===== src/jdc_pkg.sv =====
// jdc_pkg: shared types, constants and the month start table for the
// julian date to calendar unit. no dependencies.
`default_nettype none

package jdc_pkg;

   localparam int FRACTION_BITS = 32;
   localparam int DAY_BITS      = 24;
   localparam int Z_BITS        = DAY_BITS + 1;
   localparam int SEC_PER_DAY   = 86400;
   localparam int SECS_BITS     = 17;
   localparam int GREG_START    = 2299161;
   localparam int GREG_BASE     = 1867216;
   localparam int B_OFFSET      = 1524;
   localparam int YEAR_BASE     = 4715;

   typedef struct packed {
      logic signed [DAY_BITS-1:0]   julian_day;
      logic [FRACTION_BITS-1:0]     day_fraction;
   } jdc_req_type;

   typedef struct packed {
      logic        era_bce;
      logic [14:0] year;
      logic [3:0]  month;
      logic [5:0]  day;
      logic [4:0]  hour;
      logic [5:0]  minute;
      logic [5:0]  second;
   } jdc_rsp_type;

   typedef struct packed {
      logic signed [15:0] cent;
      logic [3:0]         mon_idx;
      logic [8:0]         day_rest;
   } jdc_date_type;

   typedef struct packed {
      logic       day_carry;
      logic [4:0] hour;
      logic [5:0] minute;
      logic [5:0] second;
   } jdc_time_type;

   // floor(30.6001 * e)
   function automatic logic [8:0] month_start(input logic [3:0] e);
      logic [8:0] res;
      case (e)
         4'd4:    res = 9'd122;
         4'd5:    res = 9'd153;
         4'd6:    res = 9'd183;
         4'd7:    res = 9'd214;
         4'd8:    res = 9'd244;
         4'd9:    res = 9'd275;
         4'd10:   res = 9'd306;
         4'd11:   res = 9'd336;
         4'd12:   res = 9'd367;
         4'd13:   res = 9'd397;
         4'd14:   res = 9'd428;
         4'd15:   res = 9'd459;
         default: res = 9'd0;
      endcase
      return res;
   endfunction

endpackage

`default_nettype wire


===== src/julian_date_to_calendar_unit.sv =====
// julian_date_to_calendar_unit: top level, half-day offset, valid pipeline
// and final calendar assembly. depends on jdc_pkg, jdc_date_pipe, jdc_time_pipe.
// throughput: one request per cycle; busy stays low, the receiver cannot stall.
// rate is set by seven register stages, each at most one multiply deep.
// reset clears the valid stages only; requests in flight are dropped.
`default_nettype none

module julian_date_to_calendar_unit import jdc_pkg::*; (
   input  logic        clock,
   input  logic        reset,
   input  logic        start,
   input  jdc_req_type req_data,
   output logic        busy,
   output logic        rsp_strobe,
   output jdc_rsp_type rsp_data
);

   logic                     accept;
   logic signed [Z_BITS-1:0] z_num;
   logic [FRACTION_BITS-1:0] tod;
   logic [5:0]               valid_in, valid_ff;
   logic                     rsp_strobe_ff;
   jdc_rsp_type              rsp_in, rsp_ff;
   jdc_date_type             date_w;
   jdc_time_type             time_w;
   logic [3:0]               month_in;
   logic                     late;
   logic signed [16:0]       year_astro, year_mag;
   logic [8:0]               day_full;

   assign busy   = 1'b0;
   assign accept = start && !busy;

   // half-day offset with carry into the day count
   assign z_num = Z_BITS'(req_data.julian_day)
                + {{(Z_BITS-1){1'b0}}, req_data.day_fraction[FRACTION_BITS-1]};
   assign tod   = {~req_data.day_fraction[FRACTION_BITS-1],
                   req_data.day_fraction[FRACTION_BITS-2:0]};

   jdc_date_pipe u_date (
      .clock    (clock),
      .day_num  (z_num),
      .date_out (date_w)
   );

   jdc_time_pipe u_time (
      .clock    (clock),
      .tod      (tod),
      .time_out (time_w)
   );

   assign valid_in = {valid_ff[4:0], accept};

   // final assembly
   assign month_in   = (date_w.mon_idx > 4'd13) ? date_w.mon_idx - 4'd13
                                                : date_w.mon_idx - 4'd1;
   assign late       = month_in > 4'd2;
   assign year_astro = 17'(date_w.cent) - 17'(YEAR_BASE) - {16'd0, late};
   assign year_mag   = (year_astro < 17'sd1) ? 17'sd1 - year_astro : year_astro;
   assign day_full   = date_w.day_rest - month_start(date_w.mon_idx)
                     + {8'd0, time_w.day_carry};

   always_comb begin
      rsp_in.era_bce = year_astro < 17'sd1;
      rsp_in.year    = year_mag[14:0];
      rsp_in.month   = month_in;
      rsp_in.day     = day_full[5:0];
      rsp_in.hour    = time_w.hour;
      rsp_in.minute  = time_w.minute;
      rsp_in.second  = time_w.second;
   end

   always_ff @(posedge clock) begin
      if (reset) begin
         valid_ff      <= '0;
         rsp_strobe_ff <= 1'b0;
      end else begin
         valid_ff      <= valid_in;
         rsp_strobe_ff <= valid_ff[5];
      end
   end

   always_ff @(posedge clock) begin
      rsp_ff <= rsp_in;
   end

   assign rsp_strobe = rsp_strobe_ff;
   assign rsp_data   = rsp_ff;

`ifndef ASSERT_OFF
   a_latency: assert property (@(posedge clock) disable iff (reset)
      accept |-> ##7 rsp_strobe)
      else $error("request lost in pipeline");

   a_no_phantom: assert property (@(posedge clock) disable iff (reset)
      rsp_strobe |-> $past(accept, 7))
      else $error("response without request");

   a_month: assert property (@(posedge clock) disable iff (reset)
      rsp_strobe |-> (rsp_data.month >= 4'd1 && rsp_data.month <= 4'd12))
      else $error("month out of range");

   a_clock: assert property (@(posedge clock) disable iff (reset)
      rsp_strobe |-> (rsp_data.hour <= 5'd23 && rsp_data.minute <= 6'd59
                      && rsp_data.second <= 6'd59))
      else $error("time of day out of range");

   a_midnight: assert property (@(posedge clock) disable iff (reset)
      (rsp_strobe && rsp_data.day == 6'd32) |->
         (rsp_data.hour == 5'd0 && rsp_data.minute == 6'd0 && rsp_data.second == 6'd0))
      else $error("day 32 without midnight carry");
`endif

endmodule

`default_nettype wire


===== src/jdc_time_pipe.sv =====
// jdc_time_pipe: six-stage time of day path, fraction of day to rounded
// hour, minute, second and day carry. depends on jdc_pkg.
`default_nettype none

module jdc_time_pipe import jdc_pkg::*; (
   input  logic                     clock,
   input  logic [FRACTION_BITS-1:0] tod,
   output jdc_time_type             time_out
);

   localparam int SCALE_BITS = FRACTION_BITS + SECS_BITS;
   localparam int HOUR_SHIFT = 29;
   localparam int MIN_SHIFT  = 23;
   localparam int PROD_BITS  = SECS_BITS + 18;
   localparam logic [17:0] HOUR_MUL = 18'(((longint'(1) << HOUR_SHIFT) + 3599) / 3600);
   localparam logic [17:0] MIN_MUL  = 18'(((longint'(1) << MIN_SHIFT) + 59) / 60);
   localparam logic [FRACTION_BITS-1:0] HALF = {1'b1, {(FRACTION_BITS-1){1'b0}}};

   logic [SCALE_BITS-1:0] scaled_in, scaled_ff;
   logic [SECS_BITS-1:0]  secs_in, secs_ff;
   logic                  round_up;
   logic [PROD_BITS-1:0]  hprod, mprod;
   logic [4:0]            hour_in, hour_ff;
   logic [10:0]           mtot_in, mtot_ff;
   logic [SECS_BITS-1:0]  secs3_ff;
   logic [SECS_BITS-1:0]  sec_full;
   logic [10:0]           min_full;
   jdc_time_type          t4_in, t4_ff, t5_ff, t6_ff;

   // stage 1: scale to seconds
   assign scaled_in = SCALE_BITS'(tod) * SCALE_BITS'(SEC_PER_DAY);

   // stage 2: round to nearest, exact half rounds down
   assign round_up = scaled_ff[FRACTION_BITS-1:0] > HALF;
   assign secs_in  = scaled_ff[SCALE_BITS-1:FRACTION_BITS] + {{(SECS_BITS-1){1'b0}}, round_up};

   // stage 3: hours and total minutes by reciprocal
   assign hprod   = PROD_BITS'(secs_ff) * PROD_BITS'(HOUR_MUL);
   assign mprod   = PROD_BITS'(secs_ff) * PROD_BITS'(MIN_MUL);
   assign hour_in = hprod[HOUR_SHIFT+4:HOUR_SHIFT];
   assign mtot_in = mprod[MIN_SHIFT+10:MIN_SHIFT];

   // stage 4: remainders and day carry
   assign sec_full = secs3_ff - (SECS_BITS'(mtot_ff) << 6) + (SECS_BITS'(mtot_ff) << 2);
   assign min_full = mtot_ff - (11'(hour_ff) << 6) + (11'(hour_ff) << 2);

   always_comb begin
      t4_in.day_carry = hour_ff >= 5'd24;
      t4_in.hour      = t4_in.day_carry ? 5'd0 : hour_ff;
      t4_in.minute    = min_full[5:0];
      t4_in.second    = sec_full[5:0];
   end

   always_ff @(posedge clock) begin
      scaled_ff <= scaled_in;
      secs_ff   <= secs_in;
      hour_ff   <= hour_in;
      mtot_ff   <= mtot_in;
      secs3_ff  <= secs_ff;
      t4_ff     <= t4_in;
      t5_ff     <= t4_ff;
      t6_ff     <= t5_ff;
   end

   assign time_out = t6_ff;

endmodule

`default_nettype wire


===== src/jdc_date_pipe.sv =====
// jdc_date_pipe: six-stage calendar path, day number to century count,
// month index and day remainder. depends on jdc_pkg.
`default_nettype none

module jdc_date_pipe import jdc_pkg::*; (
   input  logic                     clock,
   input  logic signed [Z_BITS-1:0] day_num,
   output jdc_date_type             date_out
);

   localparam int     ALPHA_SHIFT = 43;
   localparam longint ALPHA_DIV   = 146097;
   localparam logic [25:0] ALPHA_MUL =
      26'(((longint'(1) << ALPHA_SHIFT) + ALPHA_DIV - 1) / ALPHA_DIV);
   localparam int     CENT_SHIFT  = 42;
   localparam longint CENT_DIV    = 7305;
   localparam int     CENT_BIAS   = 23000;
   // (100*b - 12210) / 36525 reduced by 5, biased to stay positive
   localparam logic signed [29:0] CENT_OFS = 30'(7305 * CENT_BIAS - 2442);
   localparam logic [29:0] CENT_MUL =
      30'(((longint'(1) << CENT_SHIFT) + CENT_DIV - 1) / CENT_DIV);
   localparam int     MON_SHIFT   = 32;
   localparam logic [27:0] MON_MUL =
      28'((((longint'(1) << MON_SHIFT) * 10000) + 306000) / 306001);

   logic                     greg_in, greg_ff, greg2_ff;
   logic signed [Z_BITS-1:0] z1_ff, z2_ff;
   logic signed [Z_BITS-1:0] nal_diff;
   logic [24:0]              nal_in, nal_ff;
   logic [50:0]              aprod_in, aprod_ff;
   logic [7:0]               alpha;
   logic signed [9:0]        corr;
   logic signed [Z_BITS-1:0] b_in, b3_ff, b4_ff;
   logic signed [29:0]       n_wide;
   logic [28:0]              n_ff;
   logic [58:0]              cprod_in, cprod_ff;
   logic signed [15:0]       cent_in, cent5_ff, cent6_ff;
   logic signed [26:0]       cd_prod, d_val, rest_wide;
   logic [8:0]               rest_in, rest5_ff, rest6_ff;
   logic [36:0]              eprod;
   logic [3:0]               e_in, e6_ff;

   // stage 1: gregorian test and 4*(z - 1867216) - 1
   assign greg_in  = day_num >= Z_BITS'(GREG_START);
   assign nal_diff = day_num - Z_BITS'(GREG_BASE + 1);
   assign nal_in   = {nal_diff[22:0], 2'b11};

   // stage 2: alpha by reciprocal
   assign aprod_in = 51'(nal_ff) * 51'(ALPHA_MUL);

   // stage 3: b and century numerator
   assign alpha  = aprod_ff[ALPHA_SHIFT+7:ALPHA_SHIFT];
   assign corr   = greg2_ff ? signed'(10'd1 + 10'(alpha) - 10'(alpha[7:2])) : 10'sd0;
   assign b_in   = z2_ff + Z_BITS'(corr) + Z_BITS'(B_OFFSET);
   assign n_wide = (30'(b_in) <<< 4) + (30'(b_in) <<< 2) + CENT_OFS;

   // stage 4: century count by reciprocal
   assign cprod_in = 59'(n_ff) * 59'(CENT_MUL);

   // stage 5: unbias, day of year remainder
   assign cent_in   = signed'(cprod_ff[CENT_SHIFT+15:CENT_SHIFT] - 16'(CENT_BIAS));
   assign cd_prod   = 27'(cent_in) * 27'sd1461;
   assign d_val     = cd_prod >>> 2;
   assign rest_wide = 27'(b4_ff) - d_val;
   assign rest_in   = rest_wide[8:0];

   // stage 6: month index
   assign eprod = 37'(rest5_ff) * 37'(MON_MUL);
   assign e_in  = eprod[MON_SHIFT+3:MON_SHIFT];

   always_ff @(posedge clock) begin
      greg_ff  <= greg_in;
      z1_ff    <= day_num;
      nal_ff   <= nal_in;
      greg2_ff <= greg_ff;
      z2_ff    <= z1_ff;
      aprod_ff <= aprod_in;
      b3_ff    <= b_in;
      n_ff     <= n_wide[28:0];
      b4_ff    <= b3_ff;
      cprod_ff <= cprod_in;
      cent5_ff <= cent_in;
      rest5_ff <= rest_in;
      cent6_ff <= cent5_ff;
      rest6_ff <= rest5_ff;
      e6_ff    <= e_in;
   end

   assign date_out.cent     = cent6_ff;
   assign date_out.mon_idx  = e6_ff;
   assign date_out.day_rest = rest6_ff;

endmodule

`default_nettype wire

===== config.mk =====
export PLATFORM = sky130hd
export DESIGN_NAME = julian_date_to_calendar_unit
export DESIGN_NICKNAME = d
export VERILOG_FILES = /design/src/jdc_pkg.sv /design/src/julian_date_to_calendar_unit.sv /design/src/jdc_time_pipe.sv /design/src/jdc_date_pipe.sv
export SDC_FILE = /design/constraint.sdc
export NUM_CORES = 2
export LEC_CHECK = 0
export BUFFER_PORTS_ARGS = -buffer_cell sky130_fd_sc_hd__buf_2
export CAP_MARGIN = 25
export CORE_MARGIN = 4
export CORE_UTILIZATION = 47
export DETAILED_ROUTE_END_ITERATION = 7
export SLEW_MARGIN = 10
export SYNTH_ARGS = -nofsm -noshare
export SYNTH_HDL_FRONTEND = slang
export SYNTH_SLANG_ARGS = --single-unit

===== constraint.sdc =====
create_clock -name clock -period 7.7 [get_ports clock]
set_input_delay 1.54 -clock clock [delete_from_list [all_inputs] [get_ports clock]]
set_output_delay 1.54 -clock clock [all_outputs]
set_load 0.1 [all_outputs]

# Yosys cells after proc, flatten, opt, wreduce, memory -nomap -nowiden
# Memory sizes are Yosys's and may differ from the RTL's. A register that Yosys moved wholly into a read port is not among the register bits.
# Index checks and enable logic that the tools add are counted.
op_classes:
  div: 0
  n_eq_ne: 0
  addsub: 22
  n_mul: 7
  n_mux: 3
  n_reduce_logical: 0
  n_lt_le_gt_ge: 6
  shifts: 0
  bitwise_logic: 1
op_table:
  columns: ["op", "n"]
  rows:
  - ["multiplier 29 x 28 -> 56 bit, second input constant", 1]
  - ["multiplier 25 x 24 -> 49 bit, second input constant", 1]
  - ["multiplier 32 x 10 -> 42 bit, second input constant", 1]
  - ["multiplier 9 x 27 -> 35 bit, second input constant", 1]
  - ["multiplier 17 x 18 -> 34 bit, second input constant", 1]
  - ["greater-than comparator 32 bit, second input constant", 1]
  - ["adder 29 x 27 -> 29 bit", 1]
  - ["adder 29 bit, second input constant", 1]
  - ["multiplier 17 x 18 -> 29 bit, second input constant", 1]
  - ["adder 24 x 2 -> 25 bit", 1]
  - ["adder 25 x 10 -> 25 bit", 1]
  - ["adder 25 x 12 -> 25 bit, second input constant", 1]
  - [">= comparator 25 x 23 -> 1 bit, second input constant", 1]
  - ["subtractor 23 x 22 -> 23 bit, second input constant", 1]
  - ["adder 17 x 1 -> 17 bit", 1]
  - ["< comparator 17 x 2 -> 1 bit, second input constant", 1]
  - ["subtractor 16 x 14 -> 17 bit, second input constant", 1]
  - ["subtractor 17 x 1 -> 17 bit", 1]
  - ["multiplier 16 x 12 -> 11 bit, second input constant", 1]
  - ["subtractor 16 x 15 -> 16 bit, second input constant", 1]
  - ["2-to-1 mux 15 bit", 1]
  - ["subtractor 2 x 15 -> 15 bit, first input constant", 1]
  - ["adder 6 bit", 2]
  - ["subtractor 6 x 1 -> 6 bit, second input constant", 2]
  - ["13 further kinds", 13]
totals:
  latchBits: 0
  memories: 1
  register_bits: 458
  mem_bits_rw: 0
  out_inout_bits: 45
  rom_bits: 144
  elab_cells: 81
  input_bits: 59
memory_table:
  columns: ["name", "depth", "width", "read_ports", "rd_ports_with_merged_regs", "wr", "line", "source"]
  rows:
  - ["(name not given)", 16, 9, 1, 1, 0, "jdc_pkg.sv:48", "case (e)"]

# Depth between registers and ports, before layout
logic_depth:
  depth_word: 7
  ltp_mapped: 32
  ltp_nobuf: 32

# Cells and area by module
# From an unflattened synthesis, not the netlist that was laid out.
hier_totals:
  hier_cells: 5271
  hier_area_um2: 53328.6
modules_own_cells:
  columns: ["module", "n_inst", "seq_area_each_um2", "cells_each", "area_per_inst_um2"]
  rows:
  - ["jdc_date_pipe", 1, 3963.8, 3409, 34805.9]
  - ["jdc_time_pipe", 1, 2602.5, 1508, 15297.2]
  - ["julian_date_to_calendar_unit", 1, 1001.0, 354, 3225.6]

# Least setup slack after synthesis
# No wires, ideal clock.
synth_timing:
  path_type: "register -> register"
  from: "reg u_date.nal_ff[2]"
  to: "reg u_date.aprod_ff[43]"
  path_buffers: 0
  t_required_ps: 7628
  arrival_ps: 6374
  period_less_slack_ps: 6446
  path_slack_ps: 1254
  stages_incl_launch_ff: 23
  setup_time_ps: 72
  cell_sequence: "dfxtp_1 > inv_1 > fa_1 > inv_1 > fa_1 > inv_1 > fa_1 > fa_1 > inv_1 > fa_1 > fa_1 > fa_1 > ha_1 > a21o_1 > a21o_1 > a21oi_1 > o21ai_0 > a211o_1 > a2111oi_0 > o21ai_0 > a21o_1 > a21oi_1 > xnor2_1"
synth_via:
  elab_chain_len: 1
synth_rtl:
  columns: ["item", "line", "source"]
  rows:
  - ["start: declaration", "jdc_date_pipe.sv:29", "logic [24:0] nal_in, nal_ff;"]
  - ["start signal: assignment", "jdc_date_pipe.sv:74", "nal_ff <= nal_in;"]
  - ["multiplier 25 x 24 -> 49 bit", "jdc_date_pipe.sv:49", "assign aprod_in = 51'(nal_ff) * 51'(ALPHA_MUL);"]
  - ["via u_date.aprod_in[43]", "jdc_date_pipe.sv:30", "logic [50:0] aprod_in, aprod_ff;"]
  - ["end signal: assignment", "jdc_date_pipe.sv:77", "aprod_ff <= aprod_in;"]
  - ["end: declaration", "jdc_date_pipe.sv:30", null]
# The timed path passes the listed nets, and every way through them passes these cells.
# A chain may end at the register's enable or synchronous reset.

# Final worst setup path
layout_timing:
  from: "reg u_date.n_ff[9]"
  to: "reg u_date.cprod_ff[55]"
layout_via:
  elab_chain_len: 1
layout_rtl:
  columns: ["item", "line", "source"]
  rows:
  - ["start: declaration", "jdc_date_pipe.sv:35", "logic [28:0] n_ff;"]
  - ["start signal: assignment", "jdc_date_pipe.sv:79", "n_ff <= n_wide[28:0];"]
  - ["multiplier 29 x 28 -> 56 bit", "jdc_date_pipe.sv:58", "assign cprod_in = 59'(n_ff) * 59'(CENT_MUL);"]
  - ["via u_date.cprod_in[55]", "jdc_date_pipe.sv:36", "logic [58:0] cprod_in, cprod_ff;"]
  - ["end signal: assignment", "jdc_date_pipe.sv:81", "cprod_ff <= cprod_in;"]
  - ["end: declaration", "jdc_date_pipe.sv:36", null]
# The timed path passes the listed nets, and every way through them passes these cells.

==> flow_metrics.py <==
metrics = {
    "setup_path": {
        "slowest_stage": "dfxtp_1",
        "cp.depth": 22,
        "path_class": "register to register",
        "cp_max_fo": 10,
        "cp.required_ns": 8.17,
        "crit_family": "adder cells",
        "r2r_slack_ns": 0.69,
        "crit_end": "u_date.cprod_ff[55]",
        "start_kind": "register",
        "cp.arrival_ns": 7.48,
        "critical_path.cell_chain": "fa_1 > inv_1 > fa_1 > inv_1 > fa_1 > fa_1 > fa_1 > inv_1 > fa_1 > inv_1 > fa_1 > ha_1 > a21o_1 > a21o_1 > a21oi_1 > o311ai_0 > o211ai_1 > a21oi_1 > nor3_1 > nor2_1 > a2111oi_0 > nor2_1",
        "regToRegEndpoint": "u_date.cprod_ff[55]",
        "r2r_cells": 22,
        "critical_path.endpoint_type": "register",
        "slowest_delay_ns": 0.76,
        "timing.rr.start": "u_date.n_ff[9]",
        "cp.buffers_inverters": 4,
        "crit_path_start": "u_date.n_ff[9]",
        "critPathMostFrequentCell": "fa_1",
    },
    "logic_synthesis": {
        "synth_edf_count": 0,
        "syn_nets": 7249,
        "synth_warnings": 0,
        "synth_top_cell_by_area": "fa_1",
        "yosysUniqueCellTypes": 95,
        "synthArstFlopShare_pct": 0,
        "yosysMostFrequentCell": "inv_1",
        "ys_ff_latch": 381,
        "synth_area_per_cell_um2": 10.18,
        "synth_area_leaders": "fa_1, ha_1, dfxtp_1, inv_1, xnor2_1",
        "seq_area_frac_synth_pct": 14.34,
        "synthesis.area_um2": 53200,
        "netlist_top_cells_count": "inv_1, ha_1, fa_1, dfxtp_1, xnor2_1",
        "yosysTopAreaCellShare_pct": 30.90,
        "synth_ff_type": "dfxtp_1",
        "netlist_instances": 5224,
    },
    "clock_tree": {
        "cts_hold_buffers": 0,
        "numCtsBuffers": 45,
        "cts_sinks": 381,
        "clk_pin_slew_ns": 0.06,
        "cts_tree": "done",
        "htree_num_levels": 2,
        "clock_latency_ns": 0.60,
        "postCtsSetupBuffers": 0,
        "clk_path_buf_depth": 3,
        "clock-root-buffer": "clkbuf_16",
        "postCtsResizedCells": 0,
    },
    "floorplan": {
        "io_pins": 104,
        "rows": 123,
        "chipHeight_um": 344.4,
        "die_area_um2": 118600,
        "coreArea_um2": 112500,
        "start_util_pct": 47.29,
        "die_w_um": 344.4,
    },
    "timing": {
        "rsz0062_at_grt": "false",
        "fin_crit_sh_pct": 91.05,
        "setup_viol": 0,
        "fin_setup_tns_ns": 0,
        "period_needed_ns": 7.011,
        "slew_violations": 0,
        "worst_slew_pin_slew_ns": 0.8329,
        "relSlewSlack_pct": 44.40,
        "hold_violations": 0,
        "fmax_mhz": 142.6,
        "finalClockSkew_ns": 0.01396,
    },
    "layout": {
        "num-nets-final": 7415,
        "area_growth_pct": 7.767,
        "utilization_pct": 50.96,
        "drive_gt1_share_pct": 4.810,
        "final_cell_count_no_fill": 6929,
    },
    "global_route": {
        "grt_pass1_wl_mm": 193.8,
        "grt_overflow": 0,
        "grt_pass1_vias": 36810,
        "antenna_found_initial": 7,
        "grt_max_degree": 17,
        "grt.total_usage_pct": 20.65,
    },
    "run": {
        "max_cap_violations": 0,
    },
    "placement": {
        "place.gp.congestion": 0.9269,
        "port_buffers": 102,
        "dp_hpwl_mm": 104.0,
        "dpl.cell_count": 6843,
    },
    "worst_hold_path": {
        "hold_path_class": "register to register",
    },
    "route": {
        "post_drt_wl_per_cell_um": 16.89,
        "firstDrtPassIters": 5,
        "routed_wl_mm": 117.0,
        "viasPerCell": 4.953,
        "vias": 34320,
        "drc": 0,
        "dr.first_iter.drc_count": 1434,
        "antenna_left": 0,
    },
    "outcome": {
        "status": "finished clean",
    },
}
==> cells by family after synthesis <==
logic type	synth area share [%]
xor+xnor	4.535
flops	14.34
buf+inv	10.33
simple gates	4.890
compound gates	7.957
fa+ha+maj	57.83
mux	0.1153
other cells	0.007049
==> cells in the final DEF (no fill, tap or decap), types with 29 or more instances in the layout <==
cell and n:
a21o_1 122, a21oi_1 183, buf_2 102, buf_4 29, clkbuf_16 45, dfxtp_1 381
fa_1 821, ha_1 1145, inv_1 1445, nand2_1 108, nand3_1 62, nand4_1 36
nor2_1 113, nor2b_1 30, o21ai_0 103, o21bai_1 33, xnor2_1 191, xor2_1 80
==> state kept, by name (all words and copies together), names as in the netlist, 8 cells and up, named ones only <==
name	flops
u_time.time_out	18
u_date.nal_ff	23
u_date.cent6_ff	16
u_date.cprod_ff	16
u_date.z2_ff	25
u_date.rest5_ff	9
u_time.t4_ff	18
u_time.t5_ff	18
rsp_data	43
u_time.secs_ff	17
u_date.n_ff	27
u_date.z1_ff	25
u_date.b3_ff	9
u_date.b4_ff	9
u_date.aprod_ff	8
u_date.cent5_ff	16
u_time.scaled_ff	42
==> through the flow <==
step	area, µm²	setup slack [ns]	hold WS, ns
after global routing	57330	0.1968	0.3178
after CTS	57320	0.7409	0.3143
after global placement	55740	0.8631	0.3109
after detailed placement	55740	0.7611	0.3121
after floorplan	53200	1.254	0.3096
final	57330	0.6889	0.3145
==> final cells by class <==
| type | instances | area [µm²] |
|---|---|---|
| flip-flops and latches | 381 | 7627 |
| clock buffers | 56 | 1267 |
| multi-input cells | 3384 | 40070 |
| clock inverters | 27 | 312.8 |
| fillers | 10380 | 55170 |
| well taps | 1500 | 1877 |
| diodes | 3 | 7.507 |
| inverters | 1447 | 5434 |
| repair buffers | 131 | 728.2 |
==> routing by layer <==
metal / routed length (µm) / track usage [%]
met3: 5022 / 2.556
met1: 53910 / 28.42
met4: 2676 / 4.816
met5: 0 / 0
met2: 55410 / 34.84
==> worst min-delay path by stage <==
stage / startpoint / endpoint / depth (start not counted)
detailed placement: u_time.time_out[12] / rsp_data[12] / 0
finish: u_time.t5_ff[1] / u_time.time_out[1] / 0
global placement: u_time.time_out[9] / rsp_data[9] / 0
CTS: u_time.t5_ff[1] / u_time.time_out[1] / 0
global route: u_time.t5_ff[1] / u_time.time_out[1] / 0
floorplan: u_time.time_out[0] / rsp_data[0] / 0
Power is left out: the tool's default activity adds up to more than one toggle a clock period on the data nets, which glitch-free logic cannot reach.
